[config.mk]
export PLATFORM = sky130hd
export DESIGN_NAME = blzd_ctrl
export DESIGN_NICKNAME = d
export VERILOG_FILES = /design/src/hdl/blzd_pkg.sv /design/src/hdl/blzd_ctrl.sv
export SDC_FILE = /design/constraint.sdc
export NUM_CORES = 1
export LEC_CHECK = 0
export BUFFER_PORTS_ARGS = -buffer_cell sky130_fd_sc_hd__buf_2
export CAP_MARGIN = 10
export CORE_AREA = 2 2 39 41
export DETAILED_ROUTE_END_ITERATION = 7
export DIE_AREA = 0 0 41 43
export PLACE_DENSITY = 0.7
export SLEW_MARGIN = 25
export SYNTH_ARGS = -nofsm -noshare
export SYNTH_HDL_FRONTEND = slang
export SYNTH_SLANG_ARGS = --single-unit
[constraint.sdc]
create_clock -name clk -period 5.05 [get_ports clk]
set_input_delay 1.01 -clock clk [delete_from_list [all_inputs] [get_ports clk]]
set_output_delay 1.01 -clock clk [all_outputs]
set_load 0.02 [all_outputs]
[src/hdl/blzd_pkg.sv]
// Shared types and constants of the block LZ decompressor.
`default_nettype none
package blzd_pkg;

	localparam int WINDOW_DEPTH_DEF = 4096;
	localparam int COUNT_W = 24;
	localparam int DIST_W = 12;
	localparam int LEN_W = 5;
	localparam int HDR_IDX_W = 2;

	localparam logic [COUNT_W-1:0] COUNT_MAX = 24'hFFFFFF;
	localparam logic [15:0] DIST_MASK = 16'hFFF0;
	localparam logic [15:0] LEN_MASK = 16'h000F;
	localparam logic [LEN_W-1:0] LEN_BIAS = 5'd3;
	localparam int RAW_BIT = 7;

	// Header byte positions.
	localparam logic [HDR_IDX_W-1:0] HDR_SIZE_LO = 2'd0;
	localparam logic [HDR_IDX_W-1:0] HDR_SIZE_MID = 2'd1;
	localparam logic [HDR_IDX_W-1:0] HDR_SIZE_HI = 2'd2;
	localparam logic [HDR_IDX_W-1:0] HDR_MODE = 2'd3;

	typedef enum logic [3:0] {
		ST_HEADER,
		ST_MASK_LO,
		ST_MASK_HI,
		ST_TOKEN,
		ST_REF_HI,
		ST_RAW,
		ST_DONE,
		ST_COPY_RD,
		ST_COPY_WR
	} blzd_state_t;

	typedef struct packed {
		logic restart;
		logic hdr_load;
		logic mask_lo_load;
		logic mask_hi_load;
		logic lit_emit;
		logic lit_chk;
		logic bit_adv;
		logic ref_lo_load;
		logic ref_start;
		logic copy_rd;
		logic copy_emit;
	} blzd_cmd_t;

	typedef struct packed {
		logic out_free;
		logic hdr_last;
		logic raw_bit;
		logic mask_bit;
		logic bit_last;
		logic copy_last;
		logic reached;
	} blzd_sts_t;

endpackage
`default_nettype wire

[src/hdl/blzd_ctrl.sv]
// Parser and copy sequencer state machine of the block LZ decompressor.
`default_nettype none
module blzd_ctrl
	import blzd_pkg::*;
(
	input  wire logic      clk,
	input  wire logic      arst_n,
	input  wire logic      in_valid,
	input  wire logic      start_block,
	output logic           in_ready,
	input  wire blzd_sts_t sts,
	output blzd_cmd_t      cmd
);

	blzd_state_t state_q, state_d, phase;
	logic        accepting, accept;
	blzd_state_t end_state;

	assign accepting = !(state_q inside {ST_COPY_RD, ST_COPY_WR});
	assign in_ready  = accepting && sts.out_free;
	assign accept    = in_valid && in_ready;
	// A start mark restarts the parser on this very item.
	assign phase     = start_block ? ST_HEADER : state_q;
	assign end_state = sts.reached ? ST_DONE : (sts.bit_last ? ST_MASK_LO : ST_TOKEN);

	always_ff @(posedge clk or negedge arst_n) begin
		if (!arst_n) begin
			state_q <= ST_HEADER;
		end else begin
			state_q <= state_d;
		end
	end

	always_comb begin
		state_d = state_q;
		if (accepting) begin
			if (accept) begin
				case (phase)
					ST_HEADER: begin
						if (sts.hdr_last) begin
							state_d = sts.raw_bit ? ST_RAW : ST_MASK_LO;
						end else begin
							state_d = ST_HEADER;
						end
					end
					ST_MASK_LO: state_d = ST_MASK_HI;
					ST_MASK_HI: state_d = ST_TOKEN;
					ST_TOKEN: begin
						state_d = sts.mask_bit ? ST_REF_HI : end_state;
					end
					ST_REF_HI: state_d = ST_COPY_RD;
					ST_RAW:    state_d = ST_RAW;
					ST_DONE:   state_d = ST_DONE;
					default:   state_d = state_q;
				endcase
			end
		end else begin
			case (state_q)
				ST_COPY_RD: state_d = ST_COPY_WR;
				ST_COPY_WR: begin
					if (sts.out_free) begin
						state_d = sts.copy_last ? end_state : ST_COPY_RD;
					end
				end
				default: state_d = state_q;
			endcase
		end
	end

	always_comb begin
		cmd = '0;
		if (accept) begin
			cmd.restart = start_block;
			case (phase)
				ST_HEADER:  cmd.hdr_load = 1'b1;
				ST_MASK_LO: cmd.mask_lo_load = 1'b1;
				ST_MASK_HI: cmd.mask_hi_load = 1'b1;
				ST_TOKEN: begin
					if (sts.mask_bit) begin
						cmd.ref_lo_load = 1'b1;
					end else begin
						cmd.lit_emit = 1'b1;
						cmd.lit_chk  = 1'b1;
						cmd.bit_adv  = 1'b1;
					end
				end
				ST_REF_HI: cmd.ref_start = 1'b1;
				ST_RAW:    cmd.lit_emit = 1'b1;
				default:   cmd = '0;
			endcase
		end
		case (state_q)
			ST_COPY_RD: cmd.copy_rd = 1'b1;
			ST_COPY_WR: begin
				cmd.copy_emit = sts.out_free;
				cmd.bit_adv   = sts.out_free && sts.copy_last;
			end
			default: cmd.copy_rd = 1'b0;
		endcase
	end

`ifndef SYNTHESIS
	a_rd_then_wr: assert property (@(posedge clk) disable iff (!arst_n)
		state_q == ST_COPY_RD |=> state_q == ST_COPY_WR)
		else $error("copy read not followed by copy write");

	a_emit_free: assert property (@(posedge clk) disable iff (!arst_n)
		(cmd.lit_emit || cmd.copy_emit) |-> sts.out_free)
		else $error("byte emitted into an occupied output register");

	a_copy_end: assert property (@(posedge clk) disable iff (!arst_n)
		(cmd.copy_emit && sts.copy_last) |=>
		(state_q != ST_COPY_RD && state_q != ST_COPY_WR))
		else $error("copy continued past its last byte");

	a_restart_hdr: assert property (@(posedge clk) disable iff (!arst_n)
		cmd.restart |-> (cmd.hdr_load && !cmd.lit_emit))
		else $error("restart item not taken as header byte");
`endif

endmodule
`default_nettype wire

Word level (Yosys, flattened, before mapping)

Index checks and enable logic that the tools add are counted.
Widths: inputs -> output; s select.

Flip-flop bits (word level): 4
Input bits: 11
Output and inout bits: 12

Equality and inequality tests: 10
Multiplexer cells: 25
Reduce and logical (&&, ||, !) cells: 10

Operators with widths:

| cell               | number |
|---|---|
| $pmux 4 s7         | 1 |
| $mux 3             | 7 |
| $eq 4x3->1 const B | 4 |
| $mux 4             | 4 |
| $mux 11            | 1 |
| $eq 4x2->1 const B | 2 |
| $mux 1             | 8 |
| $pmux 4 s2         | 1 |
| $reduce_bool 8->1  | 1 |
| $ne 3x3->1 const B | 2 |
| $reduce_or 6->1    | 1 |
| $eq 4x1->1 const B | 1 |
| $eq 4x4->1 const B | 1 |
| $logic_not 4->1    | 1 |
| $pmux 1 s2         | 2 |
| $reduce_and 4->1   | 1 |
| $reduce_bool 2->1  | 2 |
| $logic_and 1x1->1  | 3 |
| $mux 2             | 1 |
| $logic_not 1->1    | 1 |

Depth between registers and ports, before layout

Gate-level depths: netlist of run 1.

Depth after elaboration: 7
Gate-level depth with buffers: 6
Mapped depth without buffers: 5

Worst setup path before layout of run 1

OpenSTA, ideal clock, no wires.

Path type: in2out
Start: in start_block
End: out cmd[2] (netlist name)
Arrival time: 2199 ps
Data required time: 4040 ps
Path slack: 1841 ps
Cell stages on the path: 3
Path buffers: 1
Cell sequence: buf_2 -> or3b_1 -> nor4_1

RTL lines:

| element         | line            | RTL |
|---|---|---|
| start, declared | blzd_ctrl.sv:9  | `input wire logic start_block,` |
| end, declared   | blzd_ctrl.sv:12 | `output blzd_cmd_t cmd` |

==> results of run 1 <==
==> layout make-up <==
type	count	share of cell area [%]
Multi-Input combinational cell	59	58.4
Inverter	7	3.92
Clock buffer	3	3.36
Timing Repair Buffer	22	16.4
Tap cell	16	2.99
Sequential cell	4	14.9
==> layer usage <==
layer | wire (µm) | up-vias | part of all wire [%]
li1 | - | 318 | -
met1 | 658 | 297 | 44
met2 | 748 | 20 | 50
met3 | 88 | 0 | 5.9
met4 | 0 | 0 | 0
met5 | 0 | - | 0
==> path summary, 6_finish.rpt <==
kind	from	endpoint	slack [ps]	depth (start not counted)
max	state_q[2]	cmd[4]	1870	6
min	arst_n	state_q[1]	570	1
max reg2reg	state_q[2]	state_q[2]	3180	4
min reg2reg	state_q[3]	state_q[3]	680	2
max in group asynchronous	arst_n	state_q[3]	4360	1
min in group clk	state_q[3]	state_q[3]	680	2
==> cells in the mapped netlist, drive strengths merged (2+ instances only) <==
library cell / count
o21ai: 5
a211oi: 2
and3: 2
dfrtp: 4
a21oi: 5
nor2: 11
buf: 5
nand2: 5
nand2b: 2
nor3: 5
inv: 7
==> metrics by stage <==
stage / area, µm² / setup WS, ps / instances / hold WS, ps / util [%]
floorplan: 543 / 1840 / 75 / 593 / -
finish: 671 / 1870 / 111 / 574 / 48.5
global placement: 648 / 2060 / 108 / 680 / 46.8
detailed placement: 648 / 2040 / 108 / 669 / 46.8
global route: 671 / 1800 / 111 / 566 / 48.5
CTS: 671 / 1880 / 111 / 564 / 48.5
==> power by group through the flow <==
stage	combinational [mW]	sequential (mW)	clock [mW]
global placement	0.151	0.0963	0
detailed placement	0.152	0.0956	0
finish	0.154	0.0972	0.0386
global route	0.170	0.101	0.0439
CTS	0.153	0.0951	0.0413
floorplan	0.155	0.0586	0
==> worst reg2reg max path: stages, from the launching register on <==
cell	delay [ps]
sky130_fd_sc_hd__dfrtp_1	550
sky130_fd_sc_hd__or4b_4	650
sky130_fd_sc_hd__o2111ai_1	130
sky130_fd_sc_hd__o311ai_1	130
sky130_fd_sc_hd__mux2_1	300
==> cells by family (layout without fill, tap and decap cells) <==
| family | Yosys count | count (layout) |
|---|---|---|
| AO/OA/AOI/OAI | 25 | 25 |
| buffers and inverters | 12 | 32 |
| multiplexers | 1 | 1 |
| AND/OR/NAND/NOR | 33 | 33 |
| flip-flops | 4 | 4 |
==> results.ini, run 1 <==
[global_routing]
grt_util_met1_pct = 25.8
gr-max-usage-layer = met2
grt_antenna_before_repair = 0
grt_remaining_overflow = 0
via_count_of_the_first_global_routing_pass = 537
grt_pass1_wl_um = 2320
grt_start_max_net_pins = 17
grt.total_usage_pct = 19.6
met3_usage_pct = 3.14
met2_usage_pct = 29.4

[synthesis]
synthesized_net_count = 86
synth_fa_ha_area_share_pct = 0
post_synth.cell_area_avg_um2 = 7.24
postSynth.topFlopCell = sky130_fd_sc_hd__dfrtp_1
yosys.area_share.simple_pct = 35.5
asyncSetResetFlopFracSynth_pct = 100
synthesis.yosys.warnings = 0
synth_area_leaders = sky130_fd_sc_hd__dfrtp_1, sky130_fd_sc_hd__nor2_1, sky130_fd_sc_hd__inv_1, sky130_fd_sc_hd__buf_2, sky130_fd_sc_hd__a21oi_1
number_of_register_bits_inferred_by_synthesis = 4
synth_compound_area_share_pct = 34.6
post_synth_instance_area_um2 = 543
dominant_combinational_cell_family_by_area_after_synthesis = simple AND/OR/NAND/NOR gates
yosys.area.top_type = sky130_fd_sc_hd__dfrtp_1
post_synth_xor_area_fraction_pct = 0
synth_sequential_area_ratio_pct = 18.4
number_of_instances_in_the_synthesized_netlist = 75
synth_enable_flop_cells = 0
synth.lib_cells_used.distinct = 39
synth_largest_type_area_fraction_pct = 18.4
synthMuxAreaShare_pct = 2.07

[clock_network]
clock-root-buffer = sky130_fd_sc_hd__clkbuf_4
cts-resized-gates = 0
cts.sink_count = 4
clock_tree.buffer_depth = 2
buffers_inserted_by_post_cts_timing_repair = 0
cts_tree = yes
holdBufCountCts = 0
number_of_buffers_added_by_the_clock_tree_synthesis_step = 3
htreeDepth = 1
clkSlewWorstSetupHoldPaths_ps = 40
clk_latency_ps = 230

[timing]
finalSetupViolations = 0
rsz_0062_raised_after_global_routing = no
fmax_mhz = 314
fin_worst_skew_ps = 0.952
post-route-period-util_pct = 63.0
drv_slew = 0
fin_tns_setup_ps = 0
tightestPinTransition_ps = 498
final.min_clock_period_ps = 3180
final-hold-violation-count = 0
timing.slew.headroom_pct = 66.8

[setup_path]
critical-path-max-stage-delay_ps = 640
cp_cell_sequence = or4b_4, and3_4, nand2_4, nor3_2, a22o_1, buf_2
critical_path.top_delay_family = simple AND/OR/NAND/NOR gates
crit_path_end_kind = output pin
path_class = reg2out
cp.required_ps = 4040
cpMaxStageDelayCell = sky130_fd_sc_hd__or4b_4
crit_path_max_fanout = 16
cp-start-kind = flop
crit_arrival_ps = 2170
worst-path-buf-inv = 1

[layout]
regMostFlops = state_q
largest_registers = state_q: 4 flops
nFillCells = 133
most-common-layout-cells = sky130_fd_sc_hd__buf_2, sky130_fd_sc_hd__nor2_1, sky130_fd_sc_hd__inv_1
multi_input_logic_area_um2 = 392
insertedDiodeCount = 0
most_common_library_cell_in_the_layout_ignoring_fill_and_taps = sky130_fd_sc_hd__buf_2
layout.area.seq_um2 = 100
nets = 108
largest_reg_flops = 4
layout-drive-gt1-share_pct = 33.7
synthesis_to_finish_area_growth_pct = 23.5

[power]
pwr-share-comb_pct = 53.1
clock_power_share_pct = 13.3
power_density_nw_per_um2 = 432
p_leak_nw = 0.333
peakVddDrop_mv = 0.258
net-switching-power_mw = 0.146
total_power_mw = 0.290
p_sw_share_pct = 50.6
power.sequential.fraction_pct = 33.6
internal_power_mw = 0.143

[routing]
drtIter0Drc = 16
totalWireLength_um = 1490
average_vias_per_placed_instance = 5.72
vias = 635
drt-pass1-iter-count = 4
drt_drc_violations_left = 0
avgRoutedWirePerCell_um = 13.5
drtAntennaViolNets = 0

[floorplanning]
fp.coreArea_um2 = 1380
top_level_ports = 23
std_cell_rows = 14
start_util_pct = 39.2
die_h_um = 43
design.die.area_um2 = 1760
die_width_um = 41

[place]
port-buffer-count = 22
finalWeightedCongestion = 0.871
dp_hpwl_um = 1120

[hold_path]
worst_hold_path_type = in2async

[status]
status = completed

[run]
cap_viol_max_count = 0

(Power assumes the default switching activity.)
==> inputs of run 2 (changes only) <==
--- a/config.mk
+++ b/config.mk
@@ -5,12 +5,13 @@
 export SDC_FILE = /design/constraint.sdc
 export NUM_CORES = 1
 export LEC_CHECK = 0
+export ABC_AREA = 1
 export BUFFER_PORTS_ARGS = -buffer_cell sky130_fd_sc_hd__buf_2
 export CAP_MARGIN = 10
 export CORE_AREA = 2 2 39 41
 export DETAILED_ROUTE_END_ITERATION = 7
 export DIE_AREA = 0 0 41 43
-export PLACE_DENSITY = 0.7
+export PLACE_DENSITY = 0.69
 export SLEW_MARGIN = 25
 export SYNTH_ARGS = -nofsm -noshare
 export SYNTH_HDL_FRONTEND = slang
==> constraint.sdc (replaced) <==
create_clock -name clk -period 2.65 [get_ports clk]
set_input_delay 0.53 -clock clk [delete_from_list [all_inputs] [get_ports clk]]
set_output_delay 0.53 -clock clk [all_outputs]
set_load 0.02 [all_outputs]
==> results.ini, run 2 <==
[clock_network]
cts.sink_count = 4  ; unchanged
htreeDepth = 1  ; unchanged
cts-resized-gates = 0  ; unchanged
holdBufCountCts = 0  ; unchanged
number_of_buffers_added_by_the_clock_tree_synthesis_step = 3  ; unchanged
clkSlewWorstSetupHoldPaths_ps = 40  ; about the same
cts_tree = yes
clk_latency_ps = 240  ; about the same
clock-root-buffer = sky130_fd_sc_hd__clkbuf_4
clock_tree.buffer_depth = 2  ; unchanged
buffers_inserted_by_post_cts_timing_repair = 0  ; unchanged

[routing]
top_signal_layer_used = met3
drtAntennaViolNets = 0  ; unchanged
drtIter0Drc = 17  ; +1
drt_drc_violations_left = 0  ; unchanged
average_vias_per_placed_instance = 4.79  ; -16%
drt-pass1-iter-count = 4  ; unchanged
vias = 623  ; -1.9%
met2_wirelength_um = 560  ; -25%
totalWireLength_um = 1260  ; -15%
met3_wirelength_from_detailed_routing_um = 86  ; -2.3%
avgRoutedWirePerCell_um = 9.72  ; -28%
met1Wirelength_um = 616  ; -6.4%

[synthesis]
synth_sequential_area_ratio_pct = 20.0  ; +1.5 points
asyncSetResetFlopFracSynth_pct = 100  ; unchanged
synth_largest_type_area_fraction_pct = 20.0  ; +1.5 points
synth_most_common_cell = sky130_fd_sc_hd__nor2_1
synthesis.yosys.warnings = 0  ; unchanged
synth_top_cells_by_count = sky130_fd_sc_hd__nor2_1, sky130_fd_sc_hd__nand2_1, sky130_fd_sc_hd__inv_1
number_of_instances_in_the_synthesized_netlist = 89  ; +19%
yosys.area.top_type = sky130_fd_sc_hd__dfrtp_1
synthesized_net_count = 100  ; +16%
post_synth.cell_area_avg_um2 = 5.64  ; -22%
synth_enable_flop_cells = 0  ; unchanged
synth_area_leaders = sky130_fd_sc_hd__dfrtp_1, sky130_fd_sc_hd__nor2_1, sky130_fd_sc_hd__nand2_1, sky130_fd_sc_hd__inv_1, sky130_fd_sc_hd__nand3_1
post_synth_instance_area_um2 = 502  ; -7.6%
synth.lib_cells_used.distinct = 16  ; -59%
number_of_register_bits_inferred_by_synthesis = 4  ; unchanged
postSynth.topFlopCell = sky130_fd_sc_hd__dfrtp_1

[status]
status = completed

[setup_path]
timing.reg2reg.setup_slack_ps = 1180  ; -2000 ps
reg2reg_depth = 8  ; +4
crit_arrival_ps = 1660  ; -510 ps
cp_cell_sequence = nand2_1, inv_1, nand2_2, nand2_4, nor2_4, nand2_2, nor4_1, buf_2
cp.required_ps = 2120  ; -1920 ps
crit_path_end_kind = output pin
critical_path.reg2reg.endpoint = state_q[0]
worst_r2r_startpoint = state_q[3]
cp-startpoint = state_q[0]
cp-start-kind = flop
worst_path_most_repeated_cell = sky130_fd_sc_hd__nand2_2
path_class = reg2out
worstSetupEndpoint = cmd[3]
crit_path_max_fanout = 7  ; -9
crit_cells = 8  ; +2
critical-path-max-stage-delay_ps = 440  ; -200 ps
cpMaxStageDelayCell = sky130_fd_sc_hd__dfrtp_1
worst-path-buf-inv = 2  ; +1
critical_path.top_delay_family = simple AND/OR/NAND/NOR gates

[floorplanning]
std_cell_rows = 14  ; unchanged
top_level_ports = 23  ; unchanged
fp.coreArea_um2 = 1380  ; unchanged
start_util_pct = 36.3  ; -3.0 points
die_h_um = 43  ; unchanged
die_width_um = 41  ; unchanged
design.die.area_um2 = 1760  ; unchanged

[global_routing]
grt_pass1_wl_um = 2150  ; -7.2%
grt_start_max_net_pins = 8  ; -9
grt_remaining_overflow = 0  ; unchanged
grt.total_usage_pct = 17.0  ; -2.5 points
via_count_of_the_first_global_routing_pass = 565  ; +5.2%
grt_antenna_before_repair = 0  ; unchanged

[layout]
most_common_library_cell_in_the_layout_ignoring_fill_and_taps = sky130_fd_sc_hd__nor2_1
insertedDiodeCount = 0  ; unchanged
most-common-layout-cells = sky130_fd_sc_hd__nor2_1, sky130_fd_sc_hd__buf_2, sky130_fd_sc_hd__nand2_1, sky130_fd_sc_hd__inv_1, sky130_fd_sc_hd__nand3_1
regMostFlops = state_q
nets = 127  ; +18%
utilization_pct = 47.3  ; -1.2 points
layout-drive-gt1-share_pct = 28.9  ; -4.7 points
largest_reg_flops = 4  ; unchanged
finish.cell_count_without_fillers = 130  ; +17%
layout.area.seq_um2 = 100  ; unchanged
nFillCells = 151  ; +14%
multi_input_logic_area_um2 = 349  ; -11%
synthesis_to_finish_area_growth_pct = 30.4
largest_registers = state_q: 4 flops

[timing]
fin_worst_skew_ps = 4.76  ; +3.81 ps
fin_tns_setup_ps = 0  ; unchanged
tightestPinTransition_ps = 285  ; -213 ps
fmax_mhz = 456
timing.slew.headroom_pct = 81.0  ; +14 points
final-hold-violation-count = 0  ; unchanged
final.min_clock_period_ps = 2190
drv_slew = 0  ; unchanged
post-route-period-util_pct = 82.7
rsz_0062_raised_after_global_routing = no
finalSetupViolations = 0  ; unchanged

[run]
cap_viol_max_count = 0  ; unchanged

[power]
power_density_nw_per_um2 = 748  ; +73%
peakVddDrop_mv = 0.439  ; +70%
p_leak_nw = 0.402  ; +21%

[hold_path]
worst_hold_path_type = in2async

[place]
dp.cells = 127  ; +18%
finalWeightedCongestion = 0.881  ; +1.1%
port-buffer-count = 22  ; unchanged
dp_hpwl_um = 1050  ; -5.9%

run 2: layout make-up:
| class | count | share of cell area (%) |
|---|---|---|
| Multi-Input combinational cell | 71 | 53.3 |
| Timing Repair Buffer | 22 | 16.8 |
| Sequential cell | 4 | 15.3 |
| Inverter | 14 | 8.03 |
| Clock buffer | 3 | 3.44 |
| Tap cell | 16 | 3.06 |
run 2: cells by family (layout without fill, tap and decap cells):
group	after synthesis	count (layout)	share of synthesized area (%)
AOI/OAI and AO/OA	8	8	8.98
and+or+nand+nor	63	63	60.6
DFF	4	4	20.0
buffers and inverters	14	39	10.5
run 2: through the flow:
stage               area [µm²]  worst slack [ps]  hold WS [ps]  total power [mW]
floorplan                  502               474           234             0.341
global placement           632               596           333             0.411
detailed placement         632               559           335             0.412
CTS                        654               472          84.6             0.490
global route               654               293          82.3             0.548
finish                     654               458          84.7             0.489
run 2: how the worst min path moves through the flow:
| stage | end | from | cells past startpoint | slack (ps) |
|---|---|---|---|---|
| after floorplan | state_q[0] | arst_n | 0 | 230 |
| after global placement | state_q[1] | arst_n | 1 | 330 |
| after detailed placement | state_q[0] | arst_n | 1 | 340 |
| after CTS | state_q[0] | arst_n | 1 | 80 |
| after global routing | state_q[2] | arst_n | 1 | 80 |
| final | state_q[3] | arst_n | 1 | 80 |
run 2: metal layers:
layer  vias up  GRT usage, %
met5         -             0
met4         0          3.33
met3         0          5.24
met2        20          26.9
met1       268          22.1
li1        335             -
run 2: where the power goes:
part / leakage [nW] / switching, mW / total, mW / internal [mW]
registers: 0.0507 / 0.0393 / 0.127 / 0.0878
clock network: 0.0138 / 0.0250 / 0.0757 / 0.0506
logic: 0.338 / 0.191 / 0.286 / 0.0952
